$ cat config.mk
export PLATFORM = sky130hd
export DESIGN_NAME = utf8_stream_decoder
export DESIGN_NICKNAME = d
export VERILOG_FILES = /design/src/rtl/utf8sd_pkg.sv /design/src/rtl/utf8sd_front.sv /design/src/rtl/utf8sd_queue.sv /design/src/rtl/utf8sd_back.sv /design/src/rtl/utf8_stream_decoder.sv
export VERILOG_INCLUDE_DIRS = /design/src /design/src/rtl
export SDC_FILE = /design/constraint.sdc
export NUM_CORES = 1
export LEC_CHECK = 0
export BUFFER_PORTS_ARGS = -buffer_cell sky130_fd_sc_hd__buf_2
export CAP_MARGIN = 20
export CORE_ASPECT_RATIO = 1.4
export CORE_MARGIN = 2
export CORE_UTILIZATION = 50
export DETAILED_ROUTE_END_ITERATION = 12
export GPL_TIMING_DRIVEN = 0
export PLACE_DENSITY = 0.67
export SYNTH_ARGS = -nofsm -noshare
export SYNTH_HDL_FRONTEND = slang
export SYNTH_SLANG_ARGS = --single-unit
$ cat constraint.sdc
create_clock -name aclk -period 3.2 [get_ports aclk]
set_input_delay 0.32 -clock aclk [delete_from_list [all_inputs] [get_ports aclk]]
set_output_delay 0.32 -clock aclk [all_outputs]
set_load 0.02 [all_outputs]
$ cat src/rtl/assert_macros.svh
// assertion macros shared by the decoder modules
`ifndef ASSERT_MACROS_SVH
`define ASSERT_MACROS_SVH

// condition holds at every clock edge out of reset
`define ASSERT_ALWAYS(label, clk, rst_n, expr) \
    label: assert property (@(posedge clk) disable iff (!(rst_n)) (expr)) \
        else $error("invariant violated");

// consequence holds in the same cycle as the antecedent
`define ASSERT_IMPLIES(label, clk, rst_n, ante, cons) \
    label: assert property (@(posedge clk) disable iff (!(rst_n)) (ante) |-> (cons)) \
        else $error("implication violated");

// consequence holds in the cycle after the antecedent
`define ASSERT_NEXT(label, clk, rst_n, ante, cons) \
    label: assert property (@(posedge clk) disable iff (!(rst_n)) (ante) |=> (cons)) \
        else $error("next-cycle implication violated");

`endif

$ cat src/rtl/utf8sd_pkg.sv
// shared types and constants for the utf-8 stream decoder
`default_nettype none

package utf8sd_pkg;

    localparam int CP_W = 21;

    // replacement character for malformed input
    localparam logic [CP_W-1:0] REPLACEMENT_CP = 21'h00FFFD;

    // one decoded byte as it passes from front to back: up to two results
    typedef struct packed {
        logic [CP_W-1:0] cp0;
        logic            bad0;
        logic [CP_W-1:0] cp1;
        logic            bad1;
        logic            dual;
        logic            text_end;
    } byte_entry_t;

endpackage

`default_nettype wire

$ cat src/rtl/utf8sd_front.sv
// front end: accepts text bytes, tracks the pending sequence, builds result entries
`default_nettype none
`include "assert_macros.svh"

module utf8sd_front (
    input  wire logic                    aclk,
    input  wire logic                    aresetn,
    input  wire logic                    s_tvalid,
    output logic                         s_tready,
    input  wire logic [7:0]              s_tdata,   // [7:0] text_byte
    input  wire logic                    s_tlast,   // text_end
    input  wire logic                    q_full,
    output logic                         q_push,
    output utf8sd_pkg::byte_entry_t      q_entry
);
    import utf8sd_pkg::*;

    typedef enum logic [1:0] {
        KIND_ASCII,
        KIND_LEAD,
        KIND_INVALID
    } byte_kind_t;

    logic [CP_W-1:0] partial_reg, partial_next;
    logic [1:0]      owed_reg, owed_next;

    logic            accept;
    logic [7:0]      b;
    logic            text_end;
    byte_kind_t      kind;
    logic [CP_W-1:0] lead_bits;
    logic [1:0]      lead_owed;
    logic            st_has;
    logic [CP_W-1:0] st_cp;
    logic            st_bad;
    logic [CP_W-1:0] st_partial;
    logic [1:0]      st_owed;
    logic            is_cont;
    logic [CP_W-1:0] shifted;
    logic            has_res;

    assign s_tready = !q_full;
    assign accept   = s_tvalid && s_tready;
    assign b        = s_tdata;
    assign text_end = s_tlast;
    assign is_cont  = (b[7:6] == 2'b10);
    assign shifted  = {partial_reg[CP_W-7:0], b[5:0]};

    // classify the byte as a start byte
    always_comb begin
        lead_bits = '0;
        lead_owed = 2'd0;
        priority if (!b[7]) begin
            kind = KIND_ASCII;
        end else if (b[7:5] == 3'b110) begin
            kind      = KIND_LEAD;
            lead_bits = {{(CP_W-5){1'b0}}, b[4:0]};
            lead_owed = 2'd1;
        end else if (b[7:4] == 4'b1110) begin
            kind      = KIND_LEAD;
            lead_bits = {{(CP_W-4){1'b0}}, b[3:0]};
            lead_owed = 2'd2;
        end else if (b[7:3] == 5'b11110) begin
            kind      = KIND_LEAD;
            lead_bits = {{(CP_W-3){1'b0}}, b[2:0]};
            lead_owed = 2'd3;
        end else begin
            kind = KIND_INVALID;
        end
    end

    // result and next state of a start byte taken with nothing pending
    always_comb begin
        st_has     = 1'b0;
        st_cp      = REPLACEMENT_CP;
        st_bad     = 1'b1;
        st_partial = '0;
        st_owed    = 2'd0;
        unique case (kind)
            KIND_ASCII: begin
                st_has = 1'b1;
                st_cp  = {{(CP_W-8){1'b0}}, b};
                st_bad = 1'b0;
            end
            KIND_LEAD: begin
                // end of text inside a sequence gives a replacement
                st_has = text_end;
                if (!text_end) begin
                    st_partial = lead_bits;
                    st_owed    = lead_owed;
                end
            end
            default: begin
                st_has = 1'b1;
            end
        endcase
    end

    // combine with the pending sequence
    always_comb begin
        has_res          = 1'b0;
        q_entry.cp0      = REPLACEMENT_CP;
        q_entry.bad0     = 1'b1;
        q_entry.cp1      = st_cp;
        q_entry.bad1     = st_bad;
        q_entry.dual     = 1'b0;
        q_entry.text_end = text_end;
        partial_next     = st_partial;
        owed_next        = st_owed;
        priority if (owed_reg == 2'd0) begin
            has_res      = st_has;
            q_entry.cp0  = st_cp;
            q_entry.bad0 = st_bad;
        end else if (is_cont) begin
            if (owed_reg == 2'd1) begin
                has_res      = 1'b1;
                q_entry.cp0  = shifted;
                q_entry.bad0 = 1'b0;
                partial_next = '0;
                owed_next    = 2'd0;
            end else if (text_end) begin
                has_res      = 1'b1;
                partial_next = '0;
                owed_next    = 2'd0;
            end else begin
                partial_next = shifted;
                owed_next    = owed_reg - 2'd1;
            end
        end else begin
            // broken sequence: replacement, then decode the byte afresh
            has_res      = 1'b1;
            q_entry.dual = st_has;
        end
    end

    assign q_push = accept && has_res;

    // sequence state
    always_ff @(posedge aclk) begin
        if (!aresetn) begin
            partial_reg <= '0;
            owed_reg    <= 2'd0;
        end else if (accept) begin
            partial_reg <= partial_next;
            owed_reg    <= owed_next;
        end
    end

    `ASSERT_NEXT(a_end_clears_state, aclk, aresetn, accept && text_end,
                 owed_reg == 2'd0 && partial_reg == '0)
    `ASSERT_IMPLIES(a_no_push_when_full, aclk, aresetn, q_push, !q_full)

endmodule

`default_nettype wire

$ cat src/rtl/utf8sd_queue.sv
// short entry queue between the front and back ends
`default_nettype none
`include "assert_macros.svh"

module utf8sd_queue #(
    parameter int DEPTH = 4
) (
    input  wire logic                    aclk,
    input  wire logic                    aresetn,
    input  wire logic                    push,
    input  wire utf8sd_pkg::byte_entry_t push_entry,
    input  wire logic                    pop,
    output utf8sd_pkg::byte_entry_t      head_entry,
    output logic                         full,
    output logic                         empty
);
    import utf8sd_pkg::*;

    localparam int PTR_W = (DEPTH > 1) ? $clog2(DEPTH) : 1;
    localparam int CNT_W = $clog2(DEPTH + 1);

    byte_entry_t      slots [DEPTH];
    logic [PTR_W-1:0] wr_ptr_reg, rd_ptr_reg;
    logic [CNT_W-1:0] count_reg;
    logic             do_push, do_pop;

    assign full       = (count_reg == CNT_W'(DEPTH));
    assign empty      = (count_reg == '0);
    assign do_push    = push && !full;
    assign do_pop     = pop && !empty;
    assign head_entry = slots[rd_ptr_reg];

    // entry storage
    always_ff @(posedge aclk) begin
        if (do_push) begin
            slots[wr_ptr_reg] <= push_entry;
        end
    end

    // pointers and fill count
    always_ff @(posedge aclk) begin
        if (!aresetn) begin
            wr_ptr_reg <= '0;
            rd_ptr_reg <= '0;
            count_reg  <= '0;
        end else begin
            if (do_push) begin
                wr_ptr_reg <= (wr_ptr_reg == PTR_W'(DEPTH - 1)) ? '0 : wr_ptr_reg + 1'b1;
            end
            if (do_pop) begin
                rd_ptr_reg <= (rd_ptr_reg == PTR_W'(DEPTH - 1)) ? '0 : rd_ptr_reg + 1'b1;
            end
            if (do_push && !do_pop) begin
                count_reg <= count_reg + 1'b1;
            end else if (do_pop && !do_push) begin
                count_reg <= count_reg - 1'b1;
            end
        end
    end

    `ASSERT_ALWAYS(a_count_in_range, aclk, aresetn, count_reg <= CNT_W'(DEPTH))

endmodule

`default_nettype wire

$ cat src/rtl/utf8sd_back.sv
// back end: splits queue entries into single results and holds the output register
`default_nettype none
`include "assert_macros.svh"

module utf8sd_back (
    input  wire logic                    aclk,
    input  wire logic                    aresetn,
    input  wire logic                    q_empty,
    input  wire utf8sd_pkg::byte_entry_t q_head,
    output logic                         q_pop,
    output logic                         m_tvalid,
    input  wire logic                    m_tready,
    output logic [23:0]                  m_tdata,   // [20:0] code_point, zero fill above
    output logic [1:0]                   m_tuser,   // [0] malformed, [1] run_last
    output logic                         m_tlast    // final_point
);
    import utf8sd_pkg::*;

    logic            valid_reg;
    logic            second_reg;
    logic [CP_W-1:0] cp_reg;
    logic            bad_reg;
    logic            run_last_reg;
    logic            final_reg;
    logic            out_free;

    assign out_free = !valid_reg || m_tready;
    assign q_pop    = out_free && !q_empty && (second_reg || !q_head.dual);

    // output register and second-result tracking
    always_ff @(posedge aclk) begin
        if (!aresetn) begin
            valid_reg  <= 1'b0;
            second_reg <= 1'b0;
        end else if (out_free) begin
            valid_reg <= !q_empty;
            if (!q_empty) begin
                if (second_reg) begin
                    cp_reg       <= q_head.cp1;
                    bad_reg      <= q_head.bad1;
                    run_last_reg <= 1'b1;
                    final_reg    <= q_head.text_end;
                    second_reg   <= 1'b0;
                end else begin
                    cp_reg       <= q_head.cp0;
                    bad_reg      <= q_head.bad0;
                    run_last_reg <= !q_head.dual;
                    final_reg    <= q_head.text_end && !q_head.dual;
                    second_reg   <= q_head.dual;
                end
            end
        end
    end

    assign m_tvalid = valid_reg;
    assign m_tdata  = {{(24-CP_W){1'b0}}, cp_reg};
    assign m_tuser  = {run_last_reg, bad_reg};
    assign m_tlast  = final_reg;

    `ASSERT_ALWAYS(a_second_has_entry, aclk, aresetn, !second_reg || !q_empty)
    `ASSERT_IMPLIES(a_final_is_run_last, aclk, aresetn, valid_reg && final_reg, run_last_reg)

endmodule

`default_nettype wire

$ cat src/rtl/utf8_stream_decoder.sv
// utf8_stream_decoder: one text byte in per cycle while s_tready is high, decoded code points out.
// Each result passes through the entry queue and then the output register to the master side.
// Throughput: one byte per cycle; a byte that breaks a sequence and yields two
// results holds the output register for each result in turn, and the entry queue
// (QUEUE_DEPTH entries) absorbs such bursts before s_tready drops.
// Reset (aresetn low, synchronous) clears the pending sequence, queue and output valid.
`default_nettype none

module utf8_stream_decoder #(
    parameter int QUEUE_DEPTH = 4
) (
    input  wire logic        aclk,
    input  wire logic        aresetn,
    input  wire logic        s_tvalid,
    output logic             s_tready,
    input  wire logic [7:0]  s_tdata,   // [7:0] text_byte
    input  wire logic        s_tlast,   // text_end
    output logic             m_tvalid,
    input  wire logic        m_tready,
    output logic [23:0]      m_tdata,   // [20:0] code_point, zero fill above
    output logic [1:0]       m_tuser,   // [0] malformed, [1] run_last
    output logic             m_tlast    // final_point
);
    import utf8sd_pkg::*;

    byte_entry_t push_entry;
    byte_entry_t head_entry;
    logic        q_push, q_pop, q_full, q_empty;

    // byte intake and classification
    utf8sd_front u_front (
        .aclk     (aclk),
        .aresetn  (aresetn),
        .s_tvalid (s_tvalid),
        .s_tready (s_tready),
        .s_tdata  (s_tdata),
        .s_tlast  (s_tlast),
        .q_full   (q_full),
        .q_push   (q_push),
        .q_entry  (push_entry)
    );

    // decoupling queue
    utf8sd_queue #(
        .DEPTH (QUEUE_DEPTH)
    ) u_queue (
        .aclk       (aclk),
        .aresetn    (aresetn),
        .push       (q_push),
        .push_entry (push_entry),
        .pop        (q_pop),
        .head_entry (head_entry),
        .full       (q_full),
        .empty      (q_empty)
    );

    // result delivery
    utf8sd_back u_back (
        .aclk     (aclk),
        .aresetn  (aresetn),
        .q_empty  (q_empty),
        .q_head   (head_entry),
        .q_pop    (q_pop),
        .m_tvalid (m_tvalid),
        .m_tready (m_tready),
        .m_tdata  (m_tdata),
        .m_tuser  (m_tuser),
        .m_tlast  (m_tlast)
    );

endmodule

`default_nettype wire

-- Word level (Yosys, flattened, before mapping)
Memory sizes are Yosys's and may differ from the RTL's. A register that Yosys moved wholly into a read port is not among the register bits.
Cells that the tools add are included.
- flip-flop bits (word level): 50
- bits in latches: 0
- RAM bits: 164
- bits in read-only memories: 0
- input bits: 13
- word-level logic and storage cells: 98
- memories: 1
- memories (memory ; depth ; width ; rd ports ; clocked after Yosys merged registers in ; wr ports ; RTL line ; source):
    u_queue.slots ; 4 ; 41 ; 1 ; 1 ; 1 ; utf8sd_queue.sv:22 ; byte_entry_t slots [DEPTH];
- add/subtract/negate cells: 5
- multiply operators: 0
- div/mod/pow operators: 0
- magnitude comparators: 0
- eq/ne operators: 9
- shift operators: 0
- multiplexer cells: 48
- bitwise logic cells: 1
- reductions and logical operators: 23
- operator list (operator ; number):
    $mux W15 ; 8
    $mux W22 ; 3
    $mux W2 ; 18
    $mux W21 ; 1
    $mux W16 ; 1
    $mux W1 ; 13
    $logic_and A1 B1 Y1 ; 9
    $mux W3 ; 3
    $eq A2 B2 Y1 const B ; 3
    $eq A3 B3 Y1 const B ; 2
    $logic_not A1 Y1 ; 6
    $eq A5 B5 Y1 const B ; 1
    $add A2 B1 Y2 const B ; 2
    $eq A2 B1 Y1 const B ; 2
    $eq A4 B4 Y1 const B ; 1
    $logic_not A2 Y1 ; 2
    $mux W4 ; 1
    $add A3 B1 Y3 const B ; 1
    $logic_not A3 Y1 ; 1
    $reduce_and A3 Y1 ; 1
    $sub A3 B1 Y3 const B ; 1
    $logic_or A1 B1 Y1 ; 2
    $reduce_and A2 Y1 ; 1
    $reduce_bool A2 Y1 ; 1
    2 further kinds ; 2

-- Longest topological paths before layout
Gate-level depths: netlist of the first run.
- depth after elaboration: 14
- gate-level depth with buffers: 12

-- Modules after synthesis
From an unflattened synthesis of the first run, not the netlist that was laid out.
- cells, all modules: 524
- area total of the unflattened synthesis: 9550.4 um^2
- by module, submodules not included (module ; times used ; cells an instance ; area each (um^2)):
    utf8sd_queue ; 1 ; 291 ; 7180.6
    utf8sd_front ; 1 ; 165 ; 1226.2
    utf8sd_back ; 1 ; 68 ; 1143.6

-- Worst setup path after synthesis of the first run
No wires, ideal clock.
- path kind: reg-to-reg
- start point: reg u_front.owed_reg[0]
- end point: reg u_queue.count_reg[2]
- setup time: 0.076 ns
- data arrival time: 2.581 ns
- data required time: 3.124 ns
- path slack: 0.544 ns
- cell stages (with the launch flop): 13
- period minus slack after synthesis: 2.656 ns
- cells stage by stage: dfxtp_1 inv_1 ha_1 nor3_2 and2_4 buf_6 a211oi_4 ha_1 inv_1 fa_1 xor2_1 or3_1 a21boi_0
- word-level cells in the longest chain between the ends: 9
- elaborated cells on any way between the ends: 12
- classes of those cells: eq/ne (1); mux (4); reduce/logical (7)
- RTL lines (what ; RTL line ; source):
    start: declaration ; utf8sd_front.sv:25 ; logic [1:0] owed_reg, owed_next;
    start signal: assignment ; utf8sd_front.sv:145 ; owed_reg <= owed_next;
    $eq A2 B1 Y1 ; utf8sd_front.sv:115 ; if (owed_reg == 2'd1) begin
    $mux W1 ; utf8sd_front.sv:115 ;
    $mux W1 ; utf8sd_front.sv:114 ; end else if (is_cont) begin
    $mux W1 * ; utf8sd_front.sv:110 ; priority if (owed_reg == 2'd0) begin
    $logic_and A1 B1 Y1 * ; utf8sd_front.sv:136 ; assign q_push = accept && has_res;
    $logic_and A1 B1 Y1 * ; utf8sd_queue.sv:29 ; assign do_push = push && !full;
    named net u_queue.do_push ; utf8sd_queue.sv:25 ; logic do_push, do_pop;
    $logic_not A1 Y1 ; utf8sd_queue.sv:55 ; end else if (do_pop && !do_push) begin
    $logic_and A1 B1 Y1 ; utf8sd_queue.sv:55 ;
    $reduce_bool A2 Y1 (no line) ; n/a ;
    end signal: assignment ; utf8sd_queue.sv:54 ; count_reg <= count_reg + 1'b1;
    end signal: assignment ; utf8sd_queue.sv:56 ; count_reg <= count_reg - 1'b1;
    end: declaration ; utf8sd_queue.sv:24 ; logic [CNT_W-1:0] count_reg;
Mark *: on every way through the listed nets, which the timed path passes. The rest lies on a longest branch.
A chain may end at the register's enable or synchronous reset.

-- Final worst setup path of the first run
Same ends and word-level chain as after synthesis.

==> out/metrics.yaml, run 1 <==
floorplanning:
  start_util_pct: 51.4
  rows: 52
  die_area_sq_um: 15900
  die_h_um: 148
  fp.dieW_um: 107
  core_sq_um: 14500
  pin_count: 42
timing:
  holdWs_ps: 178
  min_period_over_period_pct: 92.9
  worstMarginPinSlew_ps: 876
  max_clock_freq_mhz: 337
  period_needed_ps: 2970
  finalHoldViolCount: 0
  setup_ws_ps: 229
  slew_headroom_pct: 41.6
  slew_violations: 0
  rsz0062_at_grt: "false"
  setup_tns_ps: 0
  setup_viol: 0
  fin_skew_ps: 7.71
yosys:
  synthFlopType: "edfxtp_1"
  synth_common_cells: "156 x edfxtp_1, 28 x dfxtp_1, 28 x inv_1, 21 x mux4_2, 20 x o21ai_0"
  synth.most_common_cell: "edfxtp_1"
  netlist_top_cells_area: "edfxtp_1 63%, dfxtp_1 7.5%, mux4_2 6.3%, mux4_1 3.9%, nor2b_1 1.6%"
  ys_types: 49
  yosys_warnings: 0
  async_flop_share_pct: 0
  yosysTopAreaCell: "edfxtp_1"
  synthesis.area_sq_um: 7450
  yosysTopAreaCellShare_pct: 62.8
  avgSynthCellArea_sq_um: 17.0
  synth-seq-cells: 184
  ys_seq_area_share_pct: 70.4
  synth-edff-count: 156
  syn_inst: 439
worst_setup_path:
  worst_path_max_delay_cell: "fa_1"
  max_stage_delay_ps: 420
  worstSetupPathType: "reg -> reg"
  cp_cell_sequence: "inv_1 > ha_1 > nor3_2 > and2_4 > buf_6 > a211oi_4 > ha_1 > inv_1 > fa_1 > xor2_1 > or3_1 > a21boi_0"
  critPathMaxFanout: 7
  cp-end-kind: "register"
  start_kind: "register"
  worst_ep_arrival_time_ps: 3310
  crit_required_ps: 3540
grt:
  grt_usage_pct: 18.4
  gr-total-overflow: 0
  grt_pass1_vias: 4015
  grt_max_degree: 33
  grt_pass1_wl_um: 21500
  antenna_found_initial: 0
min_path:
  holdCritPathClass: "in -> reg"
clock_network:
  cts.sinks: 184
  clk_latency_ps: 410
  cts_resized: 0
  cts_made_buffers: 17
  cts.path.max_buffers: 2
  clk_pin_slew_worst_paths_ps: 60
  cts_root_buf: "clkbuf_16"
  postCtsSetupBuffers: 0
  cts_tree: "built"
  cts_hold_buf: 0
  htreeDepth: 4
drt:
  drt_iter0_drc: 236
  wl_per_cell_um: 19.2
  detail-route-antenna-nets: 0
  routed_wl_um: 13500
  drc: 0
  avgViaCountPerCell: 5.44
  num_vias: 3835
  firstDrtPassIters: 5
placement:
  hpwl_um: 8990
  gp_congestion: 0.785
  pre_cts_slack_ps: 263
  port_buffers: 38
  dp_cells: 673
pwr:
  irDropWorstVdd_v: 0.000401
  power_density_nw_per_um2: 764
  p_leak_nw: 2.90
cells_and_area:
  final_util_pct: 59.0
  syn2layout_area_growth_pct: 14.9
  stdcell_count: 705
  largest_reg_flops: 132
  diodes: 0
  finalNetCount: 525
  drive_above_1_share_pct: 26.7
status:
  status: "complete, no violations"
job:
  drv_cap: 0
==> through the flow <==
stage | power (mW) | area (sq um)
2_1_floorplan | 4.15 | 7460
3_3_place_gp | 4.53 | 7890
3_5_place_dp | 4.61 | 7990
4_1_cts | 6.61 | 8560
5_1_grt | 6.84 | 8560
6_report | 6.54 | 8560
==> area by class of cell <==
cell class	count	area, sq um
Clock buffer	18	429
Buffer	28	174
Inverter	28	105
Sequential cell	184	5250
Tap cell	189	236
Fill cell	1087	5940
Multi-Input combinational cell	201	1940
Timing Repair Buffer	43	285
Clock inverter	14	146
==> path summary, 6_finish.rpt <==
path,start,to,slack (ps),depth (start not counted)
max reg2reg,u_front.owed_reg[0],u_queue.count_reg[2],230,12
min reg2reg,u_back.m_tvalid,u_back.m_tvalid,480,2
min,m_tready,u_back.m_tvalid,180,4
max,u_front.owed_reg[0],u_queue.count_reg[2],230,12
==> layout by cell type (no fill, tap or decap), types with 4 or more instances in the layout <==
cell,instances
nand2_1,19
dfxtp_1,28
ha_1,8
buf_6,5
clkbuf_16,17
buf_2,42
mux4_2,21
a22oi_1,10
o211ai_1,4
a21boi_0,6
or2_2,7
nor2b_1,19
inv_6,4
buf_4,7
edfxtp_1,156
mux4_1,11
nor2_1,6
o21ai_0,20
mux2i_1,5
mux2_2,10
buf_12,4
nand2b_1,7
and2_1,9
inv_1,28
and2_2,4
clkbuf_1,11
==> layer usage <==
layer / global-route usage, % / routed length, um / vias to the layer above
li1: - / - / 1789
met1: 22.6 / 5460 / 1936
met2: 31.8 / 7210 / 89
met3: 3.94 / 468 / 21
met4: 7.01 / 363 / 0
met5: 0 / 0 / -
==> worst max-delay path: cells and delay by family, from the launching register on <==
family / cells / cell delay [ps]
fa+ha+maj: 3 / 1020
buf+inv: 3 / 260
flops: 1 / 330
compound gates: 2 / 540
xor+xnor: 1 / 160
simple gates: 3 / 590
==> power breakdown <==
group	switching (mW)	total, mW	internal, mW	leakage (nW)
clock network	0.857	2.01	1.16	0.275
logic	0.828	1.46	0.633	0.987
registers	0.0783	3.07	2.99	1.64
==> kinds of logic (layout without fill, tap and decap cells) <==
logic type               Yosys count  after routing  synth area share [%]
AO/OA/AOI/OAI                     53             53                  4.83
XOR/XNOR                           2              2                 0.235
adder cells (fa/ha/maj)            9              9                  1.61
buffers and inverters             56            131                  3.74
flip-flops                       184            184                  70.4
multiplexers                      47             47                  12.4
other                              1              3                0.0503
AND/OR/NAND/NOR                   87             87                  6.76
(Power assumes the default switching activity.)
==> inputs of run 2 (changes only) <==
- PLACE_DENSITY: 0.67 -> 0.71
- SYNTH_HIERARCHICAL: not set -> 1
==> out/metrics.yaml, run 2 <==
status:
  status: "complete, no violations"  # unchanged
worst_setup_path:
  worst_ep_arrival_time_ps: 3440  # was 3310 ps
  crit_required_ps: 3600  # was 3540 ps
  start_kind: "register"  # unchanged
  max_stage_delay_ps: 370  # was 420 ps
  r2r_slack_ps: 150  # was 230 ps
  regToRegEndpoint: "u_queue/count_reg[2]"  # was u_queue.count_reg[2]
  crit_top_cell: "inv_1"
  worstSetupPathType: "reg -> reg"  # unchanged
  cp_cell_sequence: "inv_1 > ha_2 > nand2b_4 > nor4_4 > buf_6 > a211oi_1 > nor2b_1 > buf_4 > ha_1 > inv_1 > fa_1 > xor2_1 > or3_1 > a21boi_0"  # was inv_1 > ha_1 > nor3_2 > and2_4 > buf_6 > a211oi_4 > ha_1 > inv_1 > fa_1 > xor2_1 > or3_1 > a21boi_0
  rr_worst_depth: 14  # was 12
  critPathMaxFanout: 10  # was 7
  r2r-start: "u_front/owed_reg[0]"  # was u_front.owed_reg[0]
  worst_path_max_delay_cell: "fa_1"  # unchanged
  cp-end-kind: "register"  # unchanged
yosys:
  synth.most_common_cell: "edfxtp_1"  # unchanged
  async_flop_share_pct: 0  # unchanged
  synth-edff-count: 208  # was 156
  synthesis.area_sq_um: 9550  # was 7450 sq um
  syn_inst: 524  # was 439
  synth-seq-cells: 236  # was 184
  avgSynthCellArea_sq_um: 18.2  # was 17.0 sq um
  synthFlopType: "edfxtp_1"  # unchanged
  ys_seq_area_share_pct: 71.3  # was 70.4%
  netlist_top_cells_area: "edfxtp_1 65%, mux4_2 9.4%, dfxtp_1 5.9%, mux2_2 2.6%, mux4_1 1.7%"  # was edfxtp_1 63%, dfxtp_1 7.5%, mux4_2 6.3%, mux4_1 3.9%, nor2b_1 1.6%
  yosys_warnings: 6  # was 0
  ys_types: 49  # unchanged
  yosysTopAreaCell: "edfxtp_1"  # unchanged
  yosysTopAreaCellShare_pct: 65.4  # was 62.8%
  synth_common_cells: "208 x edfxtp_1, 40 x mux4_2, 28 x dfxtp_1, 23 x nand3_1, 22 x mux2_2"  # was 156 x edfxtp_1, 28 x dfxtp_1, 28 x inv_1, 21 x mux4_2, 20 x o21ai_0
floorplanning:
  fp.dieW_um: 121  # was 107 um
  die_h_um: 168  # was 148 um
  pin_count: 42  # unchanged
  die_area_sq_um: 20200  # was 15,900 sq um
  core_sq_um: 18700  # was 14,500 sq um
  rows: 59  # was 52
  start_util_pct: 51.1  # was 51.4%
drt:
  wl_per_cell_um: 20.0  # was 19.2 um
  drt_iter0_drc: 265  # was 236
  detail-route-antenna-nets: 0  # unchanged
  drc: 0  # unchanged
  firstDrtPassIters: 4  # was 5
  num_vias: 4649  # was 3,835
  routed_wl_um: 17100  # was 13,500 um
  avgViaCountPerCell: 5.46  # was 5.44
placement:
  hpwl_um: 11200  # was 8990 um
  port_buffers: 38  # unchanged
  dp_cells: 817  # was 673
  pre_cts_slack_ps: 55.7  # was 263 ps
  gp_congestion: 0.833  # was 0.785
clock_network:
  cts_made_buffers: 21  # was 17
  cts_hold_buf: 0  # unchanged
  cts_tree: "built"  # unchanged
  cts.path.max_buffers: 3  # was 2
  cts_root_buf: "clkbuf_16"  # unchanged
  clk_pin_slew_worst_paths_ps: 60  # about the same
  cts.sinks: 236  # was 184
  clk_latency_ps: 490  # was 410 ps
  htreeDepth: 1  # was 4
timing:
  fin_skew_ps: 6.04  # was 7.71 ps
  slew_headroom_pct: 49.1  # was 41.6%
  max_clock_freq_mhz: 328  # was 337 MHz
  setup_viol: 0  # unchanged
  finalHoldViolCount: 0  # unchanged
  setup_ws_ps: 155  # was 229 ps
  setup_tns_ps: 0  # unchanged
  min_period_over_period_pct: 95.2  # was 92.9%
  worstMarginPinSlew_ps: 763  # was 876 ps
  slew_violations: 0  # unchanged
  period_needed_ps: 3050  # was 2970 ps
grt:
  grt_pass1_wl_um: 26800  # was 21,500 um
  gr-total-overflow: 0  # unchanged
  grt_max_degree: 31  # was 33
  grt_usage_pct: 17.4  # was 18.4%
  antenna_found_initial: 0  # unchanged
  grt_pass1_vias: 4971  # was 4,015
cells_and_area:
  drive_above_1_share_pct: 31.3  # was 26.7%
  stdcell_count: 852  # was 705
  largest_reg_flops: 184  # was 132
  syn2layout_area_growth_pct: 14.1  # was 14.9%
  multi_input_area_sq_um: 2320  # was 1940 sq um
  finalNetCount: 617  # was 525
  final_common_cell: "edfxtp_1"  # unchanged
  nFillCells: 1381  # was 1,087
  layout_common_cells: "208 x edfxtp_1, 46 x buf_2, 40 x mux4_2"  # was 156 x edfxtp_1, 42 x buf_2, 28 x inv_1, 28 x dfxtp_1, 21 x mux4_2
  diodes: 0  # unchanged
  regArea_sq_um: 6810  # was 5250 sq um
min_path:
  holdPathEnd: "u_front/partial_reg[0]"  # was u_back.m_tvalid
  worstHoldStart: "s_tdata[0]"  # was m_tready
  hold_depth: 3  # was 4
  holdCritPathClass: "in -> reg"  # unchanged
pwr:
  p_leak_nw: 3.62  # was 2.90 nW
  irDropWorstVdd_v: 0.000500  # was 0.000401 V
  power_density_nw_per_um2: 812  # was 764 nW/um^2
job:
  drv_cap: 0  # unchanged
-- run 2: worst max-delay path, delay by kind of cell, from the launching register on --
kind | cells | cell delay (ps)
adder cells (fa/ha/maj) | 3 | 800
AND/OR/NAND/NOR | 4 | 710
buffers and inverters | 4 | 460
AO/OA/AOI/OAI | 2 | 460
flip-flops | 1 | 350
XOR/XNOR | 1 | 170
-- run 2: what timing repair did --
item / 4_1_cts / 5_1_grt
buffers inserted: 0 / 0
endpoints found under the setup margin: 0 / 1
resized for setup: 0 / 2
-- run 2: worst max-delay path by stage --
stage | startpoint | end | depth (start not counted)
3_3_place_gp | u_front/owed_reg[0] | u_queue/slots[0][12] | 9
4_1_cts | u_front/owed_reg[0] | u_queue/count_reg[2] | 14
3_5_place_dp | u_front/owed_reg[0] | u_queue/count_reg[2] | 14
6_report | u_front/owed_reg[0] | u_queue/count_reg[2] | 14
2_1_floorplan | u_queue/count_reg[0] | u_queue/slots[0][0] | 8
5_1_grt | u_front/owed_reg[0] | u_queue/count_reg[2] | 14
-- run 2: area by class of cell --
cell class / instances / area share, %
timing repair buffer: 43 / 2.73
clock buffer: 28 / 5.06
buffer: 46 / 3.49
tap: 244 / 2.80
sequential: 236 / 62.5
inverter: 18 / 0.620
clock inverter: 8 / 1.49
multi-input combinational: 229 / 21.3
-- run 2: cells by family after synthesis --
| logic type | count (synthesis) | share of synthesized area, % |
|---|---|---|
| buffers and inverters | 65 | 4.70 |
| AOI/OAI and AO/OA | 41 | 2.66 |
| adders and majority gates | 9 | 1.26 |
| muxes | 71 | 14.0 |
| DFF | 236 | 71.3 |
| and+or+nand+nor | 98 | 5.86 |
| other | 2 | 0.0786 |
| xor gates and xnor gates | 2 | 0.183 |
-- run 2: power by group --
group	internal, mW	switching (mW)
registers	3.93	0.123
clock network	1.61	1.01
logic	1.04	1.14
total	6.58	2.28
-- run 2: per-stage QoR --
step	power (mW)	area (sq um)	utilization, %	hold slack (ps)
final	8.85	10900	58.3	131
after global routing	9.24	10900	58.3	133
after CTS	8.96	10900	58.3	118
after detailed placement	6.34	10200	54.5	447
after global placement	6.19	10100	53.9	442
after floorplan	5.69	9570	-	426
-- run 2: layer usage --
metal | GRT usage (%) | routed length [um] | vias up
li1 | - | - | 2143
met1 | 21.0 | 6730 | 2382
met2 | 32.4 | 9380 | 103
met3 | 2.15 | 648 | 21
met4 | 5.21 | 319 | 0
met5 | 0 | 0 | -
